$ cat config.mk
export PLATFORM = sky130hd
export DESIGN_NAME = scalar_kalman_gyro_filter
export DESIGN_NICKNAME = d
export VERILOG_FILES = /design/src/rtl/skgf_pkg.sv /design/src/rtl/skgf_div.sv /design/src/rtl/scalar_kalman_gyro_filter.sv
export SDC_FILE = /design/constraint.sdc
export NUM_CORES = 2
export LEC_CHECK = 0
export ABC_AREA = 1
export BUFFER_PORTS_ARGS = -buffer_cell sky130_fd_sc_hd__buf_2
export CORE_ASPECT_RATIO = 1.75
export CORE_UTILIZATION = 50
export DETAILED_ROUTE_END_ITERATION = 12
export GPL_ROUTABILITY_DRIVEN = 0
export PLACE_DENSITY = 0.65
export SLEW_MARGIN = 5
export SYNTH_ARGS = -nofsm -noshare
export SYNTH_HDL_FRONTEND = slang
export SYNTH_SLANG_ARGS = --single-unit
$ cat constraint.sdc
create_clock -name clk -period 9.5 [get_ports clk]
set_input_delay 0 -clock clk [delete_from_list [all_inputs] [get_ports clk]]
set_output_delay 0 -clock clk [all_outputs]
set_load 0.1 [all_outputs]
$ cat src/rtl/skgf_pkg.sv
// Shared types and constants for the scalar Kalman gyro filter.
// No dependencies; imported by the divider, the top level and the checker.
package skgf_pkg;

  // Reset values of the noise registers, unsigned Q16.16 (about 0.02 and 0.1).
  localparam logic [31:0] PN_RESET = 32'd1311;
  localparam logic [31:0] MN_RESET = 32'd6554;

  // Gain of exactly 1.0 in Q1.16.
  localparam logic [16:0] K_ONE = 17'h10000;

  // Quotient bits produced by the divider, one per cycle.
  localparam int DIV_STEPS = 17;

  // Configuration register indexes.
  typedef enum logic {
    REG_PROCESS_NOISE = 1'b0,
    REG_MEASURE_NOISE = 1'b1
  } cfg_reg_t;

  // Sequencer states, one-hot.
  typedef enum logic [6:0] {
    ST_IDLE   = 7'b0000001,
    ST_PRED   = 7'b0000010,
    ST_DSTART = 7'b0000100,
    ST_DIV    = 7'b0001000,
    ST_MUL1   = 7'b0010000,
    ST_MUL2   = 7'b0100000,
    ST_FIN    = 7'b1000000
  } state_t;

  // Status returned by the gain divider.
  typedef struct packed {
    logic        done;
    logic [16:0] quot;
  } div_stat_t;

endpackage

$ cat src/rtl/skgf_div.sv
// Restoring divider for the Kalman gain: floor(num * 65536 / den), num <= den.
// Depends on skgf_pkg (div_stat_t, DIV_STEPS).
module skgf_div
  import skgf_pkg::*;
(
  input  logic        clk,
  input  logic        rst,
  input  logic        start,
  input  logic [31:0] num,
  input  logic [32:0] den,
  output div_stat_t   stat
);

  localparam int CNT_W = $clog2(DIV_STEPS + 1);

  logic [33:0]      rem;
  logic [16:0]      quot;
  logic [CNT_W-1:0] cnt;
  logic             run;
  logic             done;

  logic [34:0] diff;
  logic        qbit;
  logic [33:0] rem_keep;

  // The remainder always stays below twice the divisor, so 34 bits hold it.
  assign diff     = {1'b0, rem} - {2'b00, den};
  assign qbit     = ~diff[34];
  assign rem_keep = qbit ? diff[33:0] : rem;

  always_ff @(posedge clk) begin
    if (rst) begin
      run  <= 1'b0;
      done <= 1'b0;
      cnt  <= '0;
    end else begin
      done <= 1'b0;
      if (start) begin
        run <= 1'b1;
        cnt <= '0;
      end else if (run) begin
        cnt <= cnt + 1'b1;
        if (cnt == CNT_W'(DIV_STEPS - 1)) begin
          run  <= 1'b0;
          done <= 1'b1;
        end
      end
    end
  end

  always_ff @(posedge clk) begin
    if (start) begin
      rem  <= {2'b00, num};
      quot <= '0;
    end else if (run) begin
      rem  <= {rem_keep[32:0], 1'b0};
      quot <= {quot[15:0], qbit};
    end
  end

  assign stat.done = done;
  assign stat.quot = quot;

endmodule

$ cat src/rtl/scalar_kalman_gyro_filter.sv
// Top level of the per-axis scalar Kalman gyro filter.
// Depends on skgf_pkg and skgf_div.
//
//  channel  | handshake               | payload
//  ---------+-------------------------+-------------------------------------
//  s_       | s_tvalid / s_tready     | tdata: sample; tuser: axis
//  m_       | m_tvalid / m_tready     | tdata: estimate; tuser: axis_out
//  cfg_     | cfg_wen                 | cfg_index, cfg_data
//
// A valid-axis item goes through prediction, the gain division and the multiply
// steps before its result is offered; an item on an axis at or above CHANNELS
// skips them and is passed through unchanged. Reset is synchronous and clears
// the noise registers to defaults and every estimate and covariance to zero.
// A finished result waits in the output register; if it has not been taken
// when the next one is ready, the sequencer holds until the slot frees.
module scalar_kalman_gyro_filter
  import skgf_pkg::*;
#(
  parameter int CHANNELS = 3
) (
  input  logic        clk,
  input  logic        rst,
  input  logic        s_tvalid,
  output logic        s_tready,
  input  logic [31:0] s_tdata,   // [31:0] sample
  input  logic [1:0]  s_tuser,   // [1:0] axis
  output logic        m_tvalid,
  input  logic        m_tready,
  output logic [31:0] m_tdata,   // [31:0] estimate
  output logic [1:0]  m_tuser,   // [1:0] axis_out
  input  logic        cfg_wen,
  input  logic        cfg_index,
  input  logic [31:0] cfg_data
);

  localparam int IDX_W = (CHANNELS > 1) ? $clog2(CHANNELS) : 1;

  state_t state;

  logic [31:0] process_noise;
  logic [31:0] measure_noise;
  logic [31:0] axis_estimate   [CHANNELS];
  logic [31:0] axis_covariance [CHANNELS];

  logic [31:0]      samp_r;
  logic [1:0]       axis_r;
  logic [IDX_W-1:0] ch_r;
  logic             hit_r;
  logic [31:0]      pt_r;
  logic [32:0]      den_r;
  logic [31:0]      est_r;
  logic [32:0]      err_r;
  logic [16:0]      k_r;
  logic signed [51:0] prod_r;
  logic [31:0]      xn_r;

  logic             accept;
  logic             out_free;
  logic [IDX_W+1:0] ax_ext;
  logic             ax_hit;
  logic [32:0]      cov_sum;
  logic [31:0]      pt_next;
  logic [31:0]      est_sel;
  logic signed [17:0] mul_a;
  logic signed [33:0] mul_b;
  logic signed [35:0] xsum;
  logic [31:0]      xn_next;
  logic             div_start;
  div_stat_t        div_stat;

  assign s_tready = (state == ST_IDLE);
  assign accept   = s_tvalid & s_tready;
  assign out_free = ~m_tvalid | m_tready;

  assign ax_ext = {{IDX_W{1'b0}}, s_tuser};
  assign ax_hit = ({30'd0, s_tuser} < 32'(CHANNELS));

  // Prediction: covariance plus process noise, held at full scale on overflow.
  assign cov_sum = {1'b0, axis_covariance[ch_r]} + {1'b0, process_noise};
  assign pt_next = cov_sum[32] ? 32'hFFFF_FFFF : cov_sum[31:0];
  assign est_sel = axis_estimate[ch_r];

  // One multiplier serves both the estimate step and the covariance update.
  always_comb begin
    if (state == ST_MUL1) begin
      mul_a = $signed({1'b0, k_r});
      mul_b = $signed({err_r[32], err_r});
    end else begin
      mul_a = $signed({1'b0, K_ONE - k_r});
      mul_b = $signed({2'b00, pt_r});
    end
  end

  // The arithmetic shift of K * e floors toward minus infinity.
  assign xsum = $signed({{4{est_r[31]}}, est_r}) + $signed(prod_r[51:16]);

  always_comb begin
    if (xsum[35:31] == 5'b00000 || xsum[35:31] == 5'b11111) begin
      xn_next = xsum[31:0];
    end else if (xsum[35]) begin
      xn_next = 32'h8000_0000;
    end else begin
      xn_next = 32'h7FFF_FFFF;
    end
  end

  assign div_start = (state == ST_DSTART);

  skgf_div u_div (
    .clk   (clk),
    .rst   (rst),
    .start (div_start),
    .num   (pt_r),
    .den   (den_r),
    .stat  (div_stat)
  );

  always_ff @(posedge clk) begin
    if (rst) begin
      process_noise <= PN_RESET;
      measure_noise <= MN_RESET;
    end else if (cfg_wen) begin
      case (cfg_reg_t'(cfg_index))
        REG_PROCESS_NOISE: process_noise <= cfg_data;
        REG_MEASURE_NOISE: measure_noise <= cfg_data;
        default: ;
      endcase
    end
  end

  always_ff @(posedge clk) begin
    if (rst) begin
      state <= ST_IDLE;
      for (int i = 0; i < CHANNELS; i++) begin
        axis_estimate[i]   <= '0;
        axis_covariance[i] <= '0;
      end
    end else begin
      case (state)
        ST_IDLE: begin
          if (accept) begin
            state <= ax_hit ? ST_PRED : ST_FIN;
          end
        end
        ST_PRED:   state <= ST_DSTART;
        ST_DSTART: state <= ST_DIV;
        ST_DIV: begin
          if (div_stat.done) begin
            state <= ST_MUL1;
          end
        end
        ST_MUL1:   state <= ST_MUL2;
        ST_MUL2:   state <= ST_FIN;
        ST_FIN: begin
          if (out_free) begin
            state <= ST_IDLE;
            if (hit_r) begin
              axis_estimate[ch_r]   <= xn_r;
              axis_covariance[ch_r] <= prod_r[47:16];
            end
          end
        end
        default: state <= ST_IDLE;
      endcase
    end
  end

  // Datapath registers.
  always_ff @(posedge clk) begin
    case (state)
      ST_IDLE: begin
        if (accept) begin
          samp_r <= s_tdata;
          axis_r <= s_tuser;
          ch_r   <= ax_ext[IDX_W-1:0];
          hit_r  <= ax_hit;
          xn_r   <= s_tdata;
        end
      end
      ST_PRED: begin
        pt_r  <= pt_next;
        den_r <= {1'b0, pt_next} + {1'b0, measure_noise};
        est_r <= est_sel;
        err_r <= {samp_r[31], samp_r} - {est_sel[31], est_sel};
      end
      ST_DIV: begin
        if (div_stat.done) begin
          // A zero denominator (predicted covariance and measurement noise both zero) gives a zero gain.
          k_r <= (den_r == 33'd0) ? 17'd0 : div_stat.quot;
        end
      end
      ST_MUL1: begin
        prod_r <= mul_a * mul_b;
      end
      ST_MUL2: begin
        prod_r <= mul_a * mul_b;
        xn_r   <= xn_next;
      end
      default: ;
    endcase
  end

  always_ff @(posedge clk) begin
    if (rst) begin
      m_tvalid <= 1'b0;
    end else if (state == ST_FIN && out_free) begin
      m_tvalid <= 1'b1;
    end else if (m_tready) begin
      m_tvalid <= 1'b0;
    end
  end

  always_ff @(posedge clk) begin
    if (state == ST_FIN && out_free) begin
      m_tdata <= xn_r;
      m_tuser <= axis_r;
    end
  end

endmodule

# Yosys cells after proc, flatten, opt, wreduce, memory -nomap -nowiden
# Memory sizes are Yosys's and may differ from the RTL's. A register that Yosys moved wholly into a read port is not among the register bits.
# Cells that the tools add are included.
# word_totals
ff_bits	430
ram_bits	192
inputBits	72
out_inout_bits	36
elab_cells	105
n_memories	2
# op_classes
add_sub_neg	7
mul	1
n_lt_le_gt_ge	1
n_eq_ne	12
mux	36
bitwise	6
n_reduce_logical	18
# mem_list
memory	depth	width	read_ports	rd_clocked_by_memory_dff	write_ports	line_no	source
axis_covariance	3	32	1	1	3	scalar_kalman_gyro_filter.sv:43	logic [31:0] axis_covariance [CHANNELS];
axis_estimate	3	32	1	1	3	scalar_kalman_gyro_filter.sv:42	logic [31:0] axis_estimate [CHANNELS];
# ops
op	n
$mux 32	8
$add 32x32->33	2
$pmux 32 s2	1
$reduce_or 32->1	2
$mul 18x34->52	1
$pmux 7 s7	1
$add 32x36->36	1
$sub 34x33->35	1
$mux 34	1
$logic_not 33->1	1
$mux 33	1
$sub 32x32->33	1
$mux 7	4
$mux 17	1
$sub 17x17->17 const A	1
$mux 1	15
$eq 5x5->1 const B	2
$reduce_and 2->1	5
$mux 2	4
$eq 7x1->1 const B	1
$eq 7x2->1 const B	1
$eq 7x3->1 const B	1
$eq 7x4->1 const B	1
$eq 7x5->1 const B	1
16 further kinds	23

# Logic depth before layout (Yosys ltp)
# logic_depth
depth_word	8
depth_mapped	37
ltp_nobuf	36

# Modules after synthesis
# A second synthesis with hierarchy kept.
# hier_totals
cells_unflattened	6480
area_unflattened_um2	55523.3
# modules_own_cells
mod	n_inst	cells_per_inst	area_each_um2
scalar_kalman_gyro_filter	1	5591	50008.0
skgf_div	1	889	5515.3

# Worst setup path before layout
# OpenSTA, ideal clock, no wires.
# synth_timing
path_kind	flip-flop to flip-flop
startpoint	register m_tvalid
endpoint	memory axis_covariance[3][0], enable pin
setup_time_ns	0.565
t_arrival_ns	7.549
required_ns	8.935
setup_slack_ns	1.386
stages_incl_launch_ff	6
path_cell_list	dfxtp_1 inv_1 nor2_1 nor4_2 nand3_1 nor3_1
# synth_lines
element	line_no	source
start: declaration	scalar_kalman_gyro_filter.sv:27	output logic m_tvalid,
start signal: assignment	scalar_kalman_gyro_filter.sv:205	m_tvalid <= 1'b0;
start signal: assignment	scalar_kalman_gyro_filter.sv:207	m_tvalid <= 1'b1;
start signal: assignment	scalar_kalman_gyro_filter.sv:209	m_tvalid <= 1'b0;
end: declaration	scalar_kalman_gyro_filter.sv:43	

# Worst setup path in the final report
# layout_timing
startpoint	register state[3]
endpoint	register prod_r[37] (data pin)
# layout_between
elab_chain_len	3
word_cells_on_any_way	4
cone_classes	mul: 1; eq/ne: 1; mux: 2
# layout_lines
element	line_no	source
start: declaration	scalar_kalman_gyro_filter.sv:38	state_t state;
start signal: assignment	scalar_kalman_gyro_filter.sv:142	state <= ax_hit ? ST_PRED : ST_FIN;
$eq 7x5->1 *	scalar_kalman_gyro_filter.sv:85, scalar_kalman_gyro_filter.sv:170	
$mux 17 or $mux 34 (tied branches)	scalar_kalman_gyro_filter.sv:85	if (state == ST_MUL1) begin
$mul 18x34->52 *	scalar_kalman_gyro_filter.sv:193, scalar_kalman_gyro_filter.sv:196	
end signal: assignment	scalar_kalman_gyro_filter.sv:193	prod_r <= mul_a * mul_b;
end signal: assignment	scalar_kalman_gyro_filter.sv:196	prod_r <= mul_a * mul_b;
end: declaration	scalar_kalman_gyro_filter.sv:54	logic signed [51:0] prod_r;
# Every way passes the cells marked *; elsewhere a longest branch is shown, timed or not.
# A chain may end at the register's enable or synchronous reset.

==> results.txt <==
top area cells in the synthesized netlist: edfxtp_1 31%, fa_1 20%, nand2_1 7.8%
first-pass GRT wire length: 261 mm
Clock power frac: 0.215
via count: 43500
relative slew slack: 0.143
count leader, synth: nand2_1
Slowest-stage cell, CP: o21ai_1
period utilization: 0.924
total negative setup slack: 0 ns
count of final setup violators: 0
RSZ-0062 raised after global routing: no
met1 wire length: 59.8 mm
Die X: 252 um
post-synthesis cell count: 6202
met2 wire len: 85.2 mm
internal power: 0.00681 W
kind of critical path: reg -> reg
Ys Warns: 0
Hold Crit Depth: 2
drt total wl: 170 mm
wire length on met3: 9.39 mm
final hold violations: 0
Synth Register Bits: 672
combinational fraction of design power: 0.474
status: finished clean
count of different cell masters after synthesis: 54
sw frac: 0.424
grt ovf: 0
worst-case clock skew: 0.0849 ns
Seq pwr share: 0.311
CP Max Fanout: 38
CP Data Arrival Time: 9.27 ns
worst vdd ir: 0.207 mV
top-area cell type share of the netlist area: 0.315
initial drt markers: 2995
WP data required: 9.99 ns
ANT nets after route: 0
worst hold path type: in -> reg
power density cells: 198 nW/um^2
Longest Clk Path Bufs: 3
Mapped Nets: 7102
post-synthesis sequential area ratio: 0.351
Resized cells post-CTS: 0
Peak Freq: 0.114 GHz
drc violations: 0
Top Layer Used: met4
multi-input logic area: 30500 sq um
GRT Util Overall: 0.315
Initial Util: 0.503
minimum clock period: 8.77 ns
post-synth top area cell: edfxtp_1
Mapped Area: 54600 sq um
Clock Latency Late Sink: 0.72 ns
die area: 111000 sq um
num ports: 108
max-slew violations: 0
CP max stage delay: 0.69 ns
FF-to-FF path depth: 30
WL/cell: 21.8 um
clk slew on worst S/H paths: 0.07 ns
Detailed Place HPWL: 133 mm
htree depth: 2
total CTS buffers: 59
share of layout cells above drive strength 1: 0.0598
PnR Total Power: 0.0118 W
Avg Inst Size Synth: 8.80 sq um
synth cell count leaders: 1132 x nand2_1, 1107 x inv_1, 846 x nor2_1
largest net degree at the start of global routing: 71
diode count: 0
Chip Height: 439 um
Worst Max-Slew Pin Slew: 1.28 ns
core area: 109000 sq um
CTS sink cnt: 672
number of max-cap violations: 0
Reg area: 19200 sq um
CTS tree: built
# rows: 160
Root Buffer Master: clkbuf_16
Pleak: 27.6 nW
CP Launch Type: register
Pre-antenna DRT Iters: 7
Buffers on Ports: 107
initial antenna violation count: 0
EDFF count, synth: 572
vias per std cell: 5.55
area delta synth->final: 9.22%
vias in the first global route: 45800
Post-synth ARST share: 0
Crit. End Element: register
Critical Path Most Common Cell: inv_1
Switching Power: 0.00500 W
top_reg_cell synth: edfxtp_1
fillers: 10100
Nets: 7226
path summary, 6_finish.rpt:
path / to / slack, ns / start
max: prod_r[37] / 0.73 / state[3]
min: samp_r[13] / 0.05 / s_tdata[13]
max reg2reg: prod_r[37] / 0.73 / state[3]
min reg2reg: process_noise[4] / 0.47 / process_noise[4]
timing repair:
action,CTS,global route
endpoints found under the hold margin,142,0
buffers inserted,0,0
hold buffers,81,0
setup endpoints to repair,0,0
power groups by stage:
| stage | logic, W | clock network (W) | registers, W |
|---|---|---|---|
| floorplan | 0.00374 | 0 | 0.00370 |
| global placement | 0.00539 | 0 | 0.00373 |
| detailed placement | 0.00537 | 0 | 0.00373 |
| CTS | 0.00548 | 0.00257 | 0.00367 |
| global route | 0.00616 | 0.00266 | 0.00368 |
| finish | 0.00559 | 0.00254 | 0.00367 |
sequential cells by signal (all words and copies together) (netlist names), 7 cells and up, named ones only:
register,flops
xn_r,32
den_r,33
samp_r,32
axis_estimate,128
prod_r,36
measure_noise,32
u_div.rem,34
est_r,32
u_div.quot,17
process_noise,32
pt_r,32
state,7
m_tdata,32
axis_covariance,128
err_r,33
k_r,17
cells in the final DEF, fill, tap and decap left out, drive strengths merged, types with 2 or more instances in the layout:
master,n
xnor2,63
ha,285
o21a,21
a21boi,17
o22ai,49
and3,6
o21ai,314
a21o,31
edfxtp,572
o211ai,24
nor3,61
a32oi,32
a221oi,3
nor4,26
o31ai,5
a31oi,13
clkinv,20
nand3b,5
or2,22
fa,543
xor2,105
dlygate4sd3,81
o311ai,2
buf,180
o21bai,22
a21oi,351
clkbuf,84
nand4,25
nand3,184
nand2,1141
nor2,848
clkinvlp,3
nor3b,2
dfxtp,100
inv,1125
and2,2
a211oi,5
per-layer routing:
metal | global-route usage | vias up
met2 | 0.553 | 1677
met4 | 0.249 | 0
met5 | 0 | -
met1 | 0.345 | 21200
met3 | 0.0339 | 591
li1 | - | 20000
final cells by class:
type | count | share of cell area
clock buffer | 84 | 0.0298
clock inverter | 27 | 0.00434
inverter | 1122 | 0.0707
multi-input combinational | 4210 | 0.511
sequential | 672 | 0.322
tap | 1458 | 0.0306
timing repair buffer | 261 | 0.0320
stage by stage:
stage | util | setup WS, ns | hold WS, ns | cells | cell area (sq um)
2_1_floorplan | - | 1.39 | 0.0989 | 6202 | 54600
3_3_place_gp | 0.523 | 0.939 | 0.193 | 7642 | 56800
3_5_place_dp | 0.523 | 0.914 | 0.194 | 7642 | 56800
4_1_cts | 0.550 | 0.822 | 0.0152 | 7834 | 59600
5_1_grt | 0.550 | 0.258 | 0.0308 | 7834 | 59600
6_report | 0.550 | 0.726 | 0.0495 | 7834 | 59600
kinds of logic (layout without fill, tap and decap cells):
| kind of cell | after synthesis | after routing | share of synthesized area |
|---|---|---|---|
| buffers and inverters | 1320 | 1494 | 0.0927 |
| adders and majority gates | 828 | 828 | 0.264 |
| DFF | 672 | 672 | 0.351 |
| and+or+nand+nor | 2322 | 2322 | 0.172 |
| xor gates and xnor gates | 168 | 168 | 0.0270 |
| AOI/OAI and AO/OA | 892 | 892 | 0.0930 |
worst max-delay path: cells and delay by family, from the launching register on:
family / cells / cell delay, ns
AND/OR/NAND/NOR: 11 / 1.79
AO/OA/AOI/OAI: 2 / 1.27
adder cells (fa/ha/maj): 7 / 3.26
flip-flops: 1 / 0.33
XOR/XNOR: 1 / 0.17
buffers and inverters: 9 / 1.71
(Power assumes the default switching activity.)
